### src/design/somsup_pkg.sv
// Shared types and constants for the sensorless observer mode supervisor.
// Holds the mode encoding, configuration register indexes and the result word layout.
package somsup_pkg;

    typedef enum logic [1:0] {
        MODE_VF  = 2'd0,
        MODE_POL = 2'd1,
        MODE_HFI = 2'd2,
        MODE_SMO = 2'd3
    } t_mode;

    typedef enum logic [2:0] {
        CFG_STARTUP_MODE  = 3'd0,
        CFG_UP_SPEED      = 3'd1,
        CFG_DOWN_SPEED    = 3'd2,
        CFG_ANGLE_LIMIT   = 3'd3,
        CFG_AGREE_TICKS   = 3'd4,
        CFG_DIR_MIN_SPEED = 3'd5,
        CFG_IQ_LIMIT      = 3'd6
    } t_cfg_idx;

    localparam int CFG_ADDR_W = 3;
    localparam int CFG_DATA_W = 16;
    localparam int CNT_W      = 12;

    localparam logic [CNT_W-1:0] CNT_MAX    = 12'hFFF;
    localparam logic [1:0]       DOWN_TICKS = 2'd2;

    localparam logic             RST_STARTUP_MODE  = 1'b1;
    localparam logic [14:0]      RST_UP_SPEED      = 15'd300;
    localparam logic [14:0]      RST_DOWN_SPEED    = 15'd200;
    localparam logic [15:0]      RST_ANGLE_LIMIT   = 16'd7035;
    localparam logic [CNT_W-1:0] RST_AGREE_TICKS   = 12'd1000;
    localparam logic [14:0]      RST_DIR_MIN_SPEED = 15'd1000;
    localparam logic [14:0]      RST_IQ_LIMIT      = 15'd16000;

    typedef struct packed {
        logic  fault_now;
        logic  speed_fault;
        logic  clear_smo;
        logic  clear_hfi;
        logic  clear_id_sums;
        logic  flip_angle;
        logic  polarity_pi;
        t_mode mode;
    } t_result;

    localparam int RES_BITS = $bits(t_result);
    localparam int RES_W    = ((RES_BITS + 7) / 8) * 8;

endpackage

### src/design/sensorless_observer_mode_supervisor.sv
// Top level of the sensorless observer mode supervisor: input word register, tick logic,
// mode and counter state, result register. Depends on somsup_pkg.
//
// One control tick is taken per clock cycle when the output side keeps up. A word accepted
// is held in the input register until the tick advances, which writes its result word into
// the output register; the tick logic sits between the input register and the result register
// and updates the mode, counter and fault state in the same cycle, so the state update keeps
// up with the rate of one word per cycle.
module sensorless_observer_mode_supervisor #(
    parameter int ANGLE_BITS = 16,
    parameter int SPEED_BITS = 16
) (
    input  logic                                    i_clk,
    input  logic                                    i_rst_n,
    input  logic                                    i_cfg_we,
    input  logic [somsup_pkg::CFG_ADDR_W-1:0]       i_cfg_addr,
    input  logic [somsup_pkg::CFG_DATA_W-1:0]       i_cfg_data,
    input  logic                                    i_s_axis_tvalid,
    output logic                                    o_s_axis_tready,
    // Fields from bit 0 up: restart, mech_speed, hfi_speed, target_speed, smo_angle,
    // hfi_angle, polarity_ready, id_sum_pos, id_sum_neg, iq_current, zero fill.
    input  logic [((98+2*SPEED_BITS+2*ANGLE_BITS+7)/8)*8-1:0] i_s_axis_tdata,
    output logic                                    o_m_axis_tvalid,
    input  logic                                    i_m_axis_tready,
    // Fields from bit 0 up: mode, polarity_pi, flip_angle, clear_id_sums, clear_hfi,
    // clear_smo, speed_fault, fault_now, zero fill.
    output logic [somsup_pkg::RES_W-1:0]            o_m_axis_tdata
);
    import somsup_pkg::*;

    localparam int OFS_MECH    = 1;
    localparam int OFS_HFI_SPD = OFS_MECH + SPEED_BITS;
    localparam int OFS_TGT     = OFS_HFI_SPD + SPEED_BITS;
    localparam int OFS_SMO_ANG = OFS_TGT + 16;
    localparam int OFS_HFI_ANG = OFS_SMO_ANG + ANGLE_BITS;
    localparam int OFS_POL_RDY = OFS_HFI_ANG + ANGLE_BITS;
    localparam int OFS_ID_POS  = OFS_POL_RDY + 1;
    localparam int OFS_ID_NEG  = OFS_ID_POS + 32;
    localparam int OFS_IQ      = OFS_ID_NEG + 32;
    localparam int IN_BITS     = OFS_IQ + 16;
    localparam int SW          = (SPEED_BITS > 15) ? SPEED_BITS : 15;
    localparam int DW          = (ANGLE_BITS + 1 > 16) ? ANGLE_BITS + 1 : 16;

    logic                  r_startup_mode;
    logic [14:0]           r_up_speed;
    logic [14:0]           r_down_speed;
    logic [15:0]           r_angle_limit;
    logic [CNT_W-1:0]      r_agree_ticks;
    logic [14:0]           r_dir_min_speed;
    logic [14:0]           r_iq_limit;

    logic                  r_in_valid;
    logic [IN_BITS-1:0]    r_in_data;
    logic                  r_out_valid;
    t_result               r_res;
    t_result               n_res;

    t_mode                 r_mode;
    t_mode                 n_mode;
    logic [CNT_W-1:0]      r_up_cnt;
    logic [CNT_W-1:0]      n_up_cnt;
    logic [1:0]            r_dn_cnt;
    logic [1:0]            n_dn_cnt;
    logic [CNT_W-1:0]      r_dir_cnt;
    logic [CNT_W-1:0]      n_dir_cnt;
    logic                  r_pol;
    logic                  n_pol;
    logic                  r_fault;
    logic                  n_fault;

    logic                  s_adv;
    logic                  in_restart;
    logic [SPEED_BITS-1:0] in_mech;
    logic [SPEED_BITS-1:0] in_hfi_spd;
    logic [15:0]           in_tgt;
    logic [ANGLE_BITS-1:0] in_smo_ang;
    logic [ANGLE_BITS-1:0] in_hfi_ang;
    logic                  in_pol_rdy;
    logic signed [31:0]    in_id_pos;
    logic signed [31:0]    in_id_neg;
    logic [15:0]           in_iq;

    logic [SPEED_BITS-1:0] spd_mag;
    logic [SW-1:0]         spd;
    logic                  hfi_neg;
    logic                  tgt_neg;
    logic [ANGLE_BITS-1:0] ang_d;
    logic [ANGLE_BITS:0]   ang_e;
    logic [ANGLE_BITS:0]   ang_dist;
    logic                  agree;
    logic [15:0]           iq_mag;
    logic                  fnow;
    logic [CNT_W-1:0]      dir_inc;
    logic [CNT_W-1:0]      up_tmp;
    logic [1:0]            dn_tmp;

    assign s_adv           = r_in_valid && (!r_out_valid || i_m_axis_tready);
    assign o_s_axis_tready = !r_in_valid || s_adv;
    assign o_m_axis_tvalid = r_out_valid;
    assign o_m_axis_tdata  = {{(RES_W-RES_BITS){1'b0}}, r_res};

    always_ff @(posedge i_clk) begin
        if (!i_rst_n) begin
            r_startup_mode  <= RST_STARTUP_MODE;
            r_up_speed      <= RST_UP_SPEED;
            r_down_speed    <= RST_DOWN_SPEED;
            r_angle_limit   <= RST_ANGLE_LIMIT;
            r_agree_ticks   <= RST_AGREE_TICKS;
            r_dir_min_speed <= RST_DIR_MIN_SPEED;
            r_iq_limit      <= RST_IQ_LIMIT;
        end else if (i_cfg_we) begin
            case (t_cfg_idx'(i_cfg_addr))
                CFG_STARTUP_MODE:  r_startup_mode  <= i_cfg_data[0];
                CFG_UP_SPEED:      r_up_speed      <= i_cfg_data[14:0];
                CFG_DOWN_SPEED:    r_down_speed    <= i_cfg_data[14:0];
                CFG_ANGLE_LIMIT:   r_angle_limit   <= i_cfg_data[15:0];
                CFG_AGREE_TICKS:   r_agree_ticks   <= i_cfg_data[CNT_W-1:0];
                CFG_DIR_MIN_SPEED: r_dir_min_speed <= i_cfg_data[14:0];
                CFG_IQ_LIMIT:      r_iq_limit      <= i_cfg_data[14:0];
                default: begin
                end
            endcase
        end
    end

    always_ff @(posedge i_clk) begin
        if (!i_rst_n) begin
            r_in_valid <= 1'b0;
        end else if (i_s_axis_tvalid && o_s_axis_tready) begin
            r_in_valid <= 1'b1;
        end else if (s_adv) begin
            r_in_valid <= 1'b0;
        end
    end

    always_ff @(posedge i_clk) begin
        if (i_s_axis_tvalid && o_s_axis_tready) begin
            r_in_data <= i_s_axis_tdata[IN_BITS-1:0];
        end
    end

    always_ff @(posedge i_clk) begin
        if (!i_rst_n) begin
            r_out_valid <= 1'b0;
        end else if (s_adv) begin
            r_out_valid <= 1'b1;
        end else if (i_m_axis_tready) begin
            r_out_valid <= 1'b0;
        end
    end

    always_ff @(posedge i_clk) begin
        if (s_adv) begin
            r_res <= n_res;
        end
    end

    always_ff @(posedge i_clk) begin
        if (!i_rst_n) begin
            r_mode    <= MODE_POL;
            r_up_cnt  <= '0;
            r_dn_cnt  <= '0;
            r_dir_cnt <= '0;
            r_pol     <= 1'b0;
            r_fault   <= 1'b0;
        end else if (s_adv) begin
            r_mode    <= n_mode;
            r_up_cnt  <= n_up_cnt;
            r_dn_cnt  <= n_dn_cnt;
            r_dir_cnt <= n_dir_cnt;
            r_pol     <= n_pol;
            r_fault   <= n_fault;
        end
    end

    assign in_restart = r_in_data[0];
    assign in_mech    = r_in_data[OFS_MECH +: SPEED_BITS];
    assign in_hfi_spd = r_in_data[OFS_HFI_SPD +: SPEED_BITS];
    assign in_tgt     = r_in_data[OFS_TGT +: 16];
    assign in_smo_ang = r_in_data[OFS_SMO_ANG +: ANGLE_BITS];
    assign in_hfi_ang = r_in_data[OFS_HFI_ANG +: ANGLE_BITS];
    assign in_pol_rdy = r_in_data[OFS_POL_RDY];
    assign in_id_pos  = r_in_data[OFS_ID_POS +: 32];
    assign in_id_neg  = r_in_data[OFS_ID_NEG +: 32];
    assign in_iq      = r_in_data[OFS_IQ +: 16];

    assign spd_mag  = in_mech[SPEED_BITS-1] ? (~in_mech + 1'b1) : in_mech;
    assign spd      = SW'(spd_mag);
    assign hfi_neg  = in_hfi_spd[SPEED_BITS-1];
    assign tgt_neg  = in_tgt[15];
    assign ang_d    = in_smo_ang - in_hfi_ang;
    assign ang_e    = {1'b1, {ANGLE_BITS{1'b0}}} - (ANGLE_BITS+1)'(ang_d);
    assign ang_dist = ((ANGLE_BITS+1)'(ang_d) < ang_e) ? (ANGLE_BITS+1)'(ang_d) : ang_e;
    assign agree    = DW'(ang_dist) <= DW'(r_angle_limit);
    assign iq_mag   = in_iq[15] ? (~in_iq + 1'b1) : in_iq;
    assign fnow     = (r_mode == MODE_SMO) && (iq_mag > 16'(r_iq_limit));
    assign dir_inc  = (r_dir_cnt == CNT_MAX) ? r_dir_cnt : r_dir_cnt + 1'b1;
    assign dn_tmp   = r_dn_cnt + 1'b1;

    always_comb begin
        if (agree) begin
            up_tmp = (r_up_cnt == CNT_MAX) ? r_up_cnt : r_up_cnt + 1'b1;
        end else if (r_up_cnt != '0) begin
            up_tmp = r_up_cnt - 1'b1;
        end else begin
            up_tmp = r_up_cnt;
        end
    end

    always_comb begin
        n_mode    = r_mode;
        n_up_cnt  = r_up_cnt;
        n_dn_cnt  = r_dn_cnt;
        n_dir_cnt = r_dir_cnt;
        n_pol     = r_pol;
        n_fault   = r_fault;
        n_res     = '0;

        if (in_restart) begin
            n_mode    = r_startup_mode ? MODE_POL : MODE_VF;
            n_up_cnt  = '0;
            n_dn_cnt  = '0;
            n_dir_cnt = '0;
            n_fault   = 1'b0;
        end else begin
            n_res.fault_now = fnow;

            if ((r_mode == MODE_POL || r_mode == MODE_HFI)
                && spd >= SW'(r_dir_min_speed)) begin
                if (hfi_neg != tgt_neg) begin
                    if (!agree) begin
                        if (dir_inc > r_agree_ticks) begin
                            n_dir_cnt = '0;
                            n_pol     = 1'b1;
                        end else begin
                            n_dir_cnt = dir_inc;
                        end
                    end else if (r_dir_cnt != '0) begin
                        n_dir_cnt = r_dir_cnt - 1'b1;
                    end
                end else begin
                    n_dir_cnt = '0;
                end
            end

            case (r_mode)
                MODE_POL: begin
                    if (in_pol_rdy) begin
                        if (in_id_pos > in_id_neg) begin
                            n_pol = 1'b0;
                        end else begin
                            n_pol            = 1'b1;
                            n_res.flip_angle = 1'b1;
                        end
                        n_res.clear_id_sums = 1'b1;
                        n_mode              = MODE_HFI;
                    end
                end
                MODE_VF, MODE_HFI: begin
                    if (spd > SW'(r_up_speed)) begin
                        n_up_cnt = up_tmp;
                        if (up_tmp > r_agree_ticks && agree) begin
                            n_res.clear_hfi = (r_mode == MODE_HFI);
                            n_mode          = MODE_SMO;
                            n_up_cnt        = '0;
                        end
                    end else begin
                        n_dn_cnt = '0;
                        n_up_cnt = '0;
                    end
                end
                default: begin
                    if (spd < SW'(r_down_speed)) begin
                        n_dn_cnt = dn_tmp;
                        if (dn_tmp > DOWN_TICKS) begin
                            n_dn_cnt = '0;
                            if (!r_startup_mode) begin
                                n_mode = MODE_VF;
                            end else begin
                                n_mode          = MODE_HFI;
                                n_res.clear_smo = 1'b1;
                            end
                        end
                    end else begin
                        n_dn_cnt = '0;
                        n_up_cnt = '0;
                    end
                end
            endcase

            if (r_mode == MODE_SMO && n_mode != MODE_SMO) begin
                n_fault = 1'b0;
            end else if (fnow) begin
                n_fault = 1'b1;
            end
        end

        n_res.mode        = n_mode;
        n_res.polarity_pi = n_pol;
        n_res.speed_fault = n_fault;
    end

    a_mode_match: assert property (@(posedge i_clk) disable iff (!i_rst_n)
        s_adv |=> (r_res.mode == r_mode))
        else $error("result mode differs from the mode state");

    a_fault_match: assert property (@(posedge i_clk) disable iff (!i_rst_n)
        s_adv |=> (r_res.speed_fault == r_fault))
        else $error("result fault differs from the fault state");

    a_fnow_smo: assert property (@(posedge i_clk) disable iff (!i_rst_n)
        (s_adv && r_mode != MODE_SMO) |=> !r_res.fault_now)
        else $error("overcurrent flagged outside SMO");

    a_flip_pol: assert property (@(posedge i_clk) disable iff (!i_rst_n)
        s_adv |=> (!r_res.flip_angle || (r_pol && r_res.clear_id_sums)))
        else $error("angle flip without pi polarity");

endmodule
### config.mk
export PLATFORM = sky130hd
export DESIGN_NAME = sensorless_observer_mode_supervisor
export DESIGN_NICKNAME = d
export VERILOG_FILES = /design/src/design/somsup_pkg.sv /design/src/design/sensorless_observer_mode_supervisor.sv
export SDC_FILE = /design/constraint.sdc
export NUM_CORES = 1
export LEC_CHECK = 0
export ABC_AREA = 1
export BUFFER_PORTS_ARGS = -buffer_cell sky130_fd_sc_hd__buf_2
export CAP_MARGIN = 15
export CORE_MARGIN = 8
export CORE_UTILIZATION = 27
export CTS_CLUSTER_DIAMETER = 150
export CTS_CLUSTER_SIZE = 30
export DETAILED_ROUTE_END_ITERATION = 12
export PLACE_DENSITY = 0.53
export SETUP_SLACK_MARGIN = 0.05
export SKIP_CTS_REPAIR_TIMING = 1
export SLEW_MARGIN = 20
export SYNTH_ARGS = -nofsm -noshare
export SYNTH_HDL_FRONTEND = slang
export SYNTH_SLANG_ARGS = --single-unit
export TNS_END_PERCENT = 20
### constraint.sdc
create_clock -name i_clk -period 17.2 [get_ports i_clk]
set_clock_uncertainty 0.15 [all_clocks]
set_input_delay 3.44 -clock i_clk [delete_from_list [all_inputs] [get_ports i_clk]]
set_output_delay 3.44 -clock i_clk [all_outputs]
set_load 0.01 [all_outputs]
==> results.yml <==
sta:
  worst_pin_slew_ns: 0.981
  hold_slack_ns: 0.318
  setup_tns_ns: 0
  setup_viol: 0
  slew_viol_final: 0
  period_needed_ns: 8.18
  max-slew-margin-rel: 0.343
  max_freq_mhz: 122
  grt_setup_unrepaired: "false"
  finalHoldViolCount: 0
  fin_crit_sh: 0.476
die:
  die_x_um: 259
  rows: 89
  pin_count: 210
  die-area_um2: 67200
  start_util: 0.272
  die_h_um: 259
  coreArea_um2: 58800
route:
  first_pass_iters: 5
  wire_per_inst_um: 13.8
  vias: 13000
  ant_nets: 0
  drt_iter0_drc: 746
  drc: 0
  routed_wl_mm: 40.1
  routed_via_density: 4.47
yosys:
  postSynthAreaPerCell_um2: 8.06
  yosysWarnings: 0
  synthesis.area_um2: 16000
  yosysUniqueCellTypes: 52
  seq_area_frac_synth: 0.417
  synthFlopType: "edfxtp_1"
  synth_edf_count: 141
  syn_inst: 1982
  ys_seq_elements: 262
  async_reset_ff_frac: 0
grt:
  grt_use_met3: 0.0140
  globalRouteMet1Util: 0.151
  grt_max_degree: 95
  top_usage_layer: "met2"
  grt_pass1_vias: 12600
  grt-ovfl-total: 0
  use_met2: 0.201
  grt.total_usage: 0.116
  grt_pass1_wl_mm: 64.5
  antenna_found_initial: 2
placement:
  dpl.hpwl_mm: 31.7
  numPortBuffers: 166
  globalplace.congestion: 0.859
clock_network:
  cts.sinks: 262
  cts-root-buf: "clkbuf_16"
  htree_levels: 1
  cts_buffers: 12
  cts.reportedPaths.clkPinSlew_ns: 0.12
  cts_max_path_buffers: 3
  cts_tree: "built"
  worstSkewPairLatency_ns: 0.50
setup_path:
  slowest_stage: "fa_1"
  cp_num_buf_inv: 7
  r2r.worst_path.cells: 51
  worst_path_most_repeated_cell: "nand2_1"
  critical_path_class: "reg -> reg"
  r2r-start: "r_in_data[49]$_DFFE_PP_"
  path_delay_family: "simple AND/OR/NAND/NOR gates"
  crit_path_max_incr_delay_ns: 0.44
  crit_arrival_ns: 8.47
  cp.depth: 51
  endpoint_kind: "flip-flop"
  required_ns: 17.49
  critPathLaunchType: "flip-flop"
  crit_fanout: 30
  critPathLaunch: "r_in_data[49]$_DFFE_PP_"
power_and_ir_drop:
  ir_worst_vdd_mv: 0.0758
  leakage_nw: 8.41
  pwr_density_cell_nw_per_um2: 80.3
hold_path:
  hp-start: "r_down_speed[4]$_SDFFE_PN0P_"
  holdPathStages: 2
  worstHoldPathType: "reg -> reg"
cells_and_area:
  drive_above_1_share: 0.107
  nNetsFinal: 2484
  fillers: 6308
  area_growth_pct: 12.5
flow_run:
  maxCapViolations: 0
outcome:
  status: "completed"
cells in the mapped netlist, types with 16 or more instances:
| cell | number | share of area |
|---|---|---|
| o211ai_1 | 31 | 0.015 |
| nand4_1 | 28 | 0.011 |
| ha_1 | 165 | 0.13 |
| nor3_1 | 32 | 0.010 |
| nand3_1 | 92 | 0.029 |
| xor2_1 | 45 | 0.025 |
| clkbuf_1 | 35 | 0.0082 |
| a21oi_1 | 158 | 0.049 |
| nand2_1 | 395 | 0.093 |
| xnor2_1 | 16 | 0.0088 |
| edfxtp_1 | 141 | 0.26 |
| dfxtp_1 | 121 | 0.15 |
| o21ai_0 | 122 | 0.038 |
| nor2_1 | 143 | 0.034 |
| inv_1 | 335 | 0.079 |
through the flow:
| step | power, mW | area, um^2 | setup WS (ns) | utilization | std cells |
|---|---|---|---|---|---|
| 3_3_place_gp | 1.11 | 17600 | 9.02 | 0.300 | 2885 |
| 5_1_grt | 1.55 | 18000 | 7.85 | 0.306 | 2905 |
| 6_report | 1.44 | 18000 | 9.02 | 0.306 | 2905 |
| 4_1_cts | 1.47 | 18000 | 8.92 | 0.306 | 2904 |
| 3_5_place_dp | 1.12 | 17600 | 8.95 | 0.300 | 2885 |
| 2_1_floorplan | 1.01 | 16000 | 9.99 | - | 1988 |
placed cells by master (no fill, tap or decap), types with 3 or more instances in the layout:
cell and n:
a21oi_1 158, nand3_1 92, nand2_2 12, o211ai_1 31, o21a_1 6, clkinv_1 3
nand2_1 395, clkbuf_16 13, a31oi_1 3, and2_1 6, clkbuf_1 5, nor4_1 8
nor2_1 143, conb_1 7, nand4_1 28, buf_2 166, xor2_1 45, nor3_1 31
nand3b_1 10, edfxtp_1 141, o21ai_2 6, buf_4 6, inv_1 334, ha_1 165
o22ai_1 4, o21ai_0 122, a211oi_1 3, inv_2 10, o31ai_1 4, xnor2_1 16
dfxtp_1 121, nor2_4 3, o21bai_1 4, a21o_1 3
cell type report:
| class | count | area (um^2) | share of cell area |
|---|---|---|---|
| Multi-Input combinational cell | 1330 | 7820 | 0.435 |
| Clock buffer | 18 | 344 | 0.0191 |
| Clock inverter | 1 | 8.76 | 0.000487 |
| Tap cell | 773 | 967 | 0.0538 |
| Inverter | 348 | 1310 | 0.0729 |
| Timing Repair Buffer | 172 | 876 | 0.0487 |
| Sequential cell | 262 | 6660 | 0.370 |
| Antenna cell | 1 | 2.50 | 0.000139 |
sequential cells by signal (all words and copies together), names as in the netlist:
signal / flops
r_up_speed: 15
r_up_cnt: 12
r_dir_cnt: 12
r_in_data: 132
r_dn_cnt: 2
r_in_valid: 1
r_dir_min_speed: 15
r_startup_mode: 1
r_pol: 1
r_mode: 2
r_agree_ticks: 12
r_down_speed: 15
o_m_axis_tvalid: 1
o_m_axis_tdata: 9
r_iq_limit: 15
r_angle_limit: 16
r_fault: 1
report_power, final:
group	internal, mW	switching [mW]	total, mW
Clock	0.143	0.201	0.344
Sequential	0.692	0.0149	0.707
Combinational	0.140	0.253	0.394
path summary, 6_finish.rpt:
check,slack (ns),to
worst max register to register,9.02,r_mode[0]$_SDFFE_PN1P_
worst min-delay path,0.32,r_down_speed[4]$_SDFFE_PN0P_
worst max-delay path,9.02,r_mode[0]$_SDFFE_PN1P_
worst min register to register,0.32,r_down_speed[4]$_SDFFE_PN0P_
worst reg2reg max path: cells and delay by family, from the launching register on:
family / cells / cell delay [ns]
flops: 1 / 0.38
xor+xnor: 1 / 0.16
simple gates: 33 / 4.17
fa+ha+maj: 5 / 1.50
buf+inv: 7 / 0.90
compound gates: 5 / 0.86
logic make-up (layout without fill, tap and decap cells):
family	count (synthesis)	count (layout)	share of synthesized area
adder cells (fa/ha/maj)	166	166	0.130
flip-flops	262	262	0.417
AO/OA/AOI/OAI	355	355	0.124
other	1	8	0.000235
XOR/XNOR	61	61	0.0334
buffers and inverters	396	539	0.0959
AND/OR/NAND/NOR	741	741	0.200
routing by layer:
layer	vias to the layer above	wire length, um
met1	5921	18800
met5	-	10
met4	2	811
met2	233	18900
li1	6796	-
met3	37	1530
No activity file was read; power rests on OpenSTA's default activity.
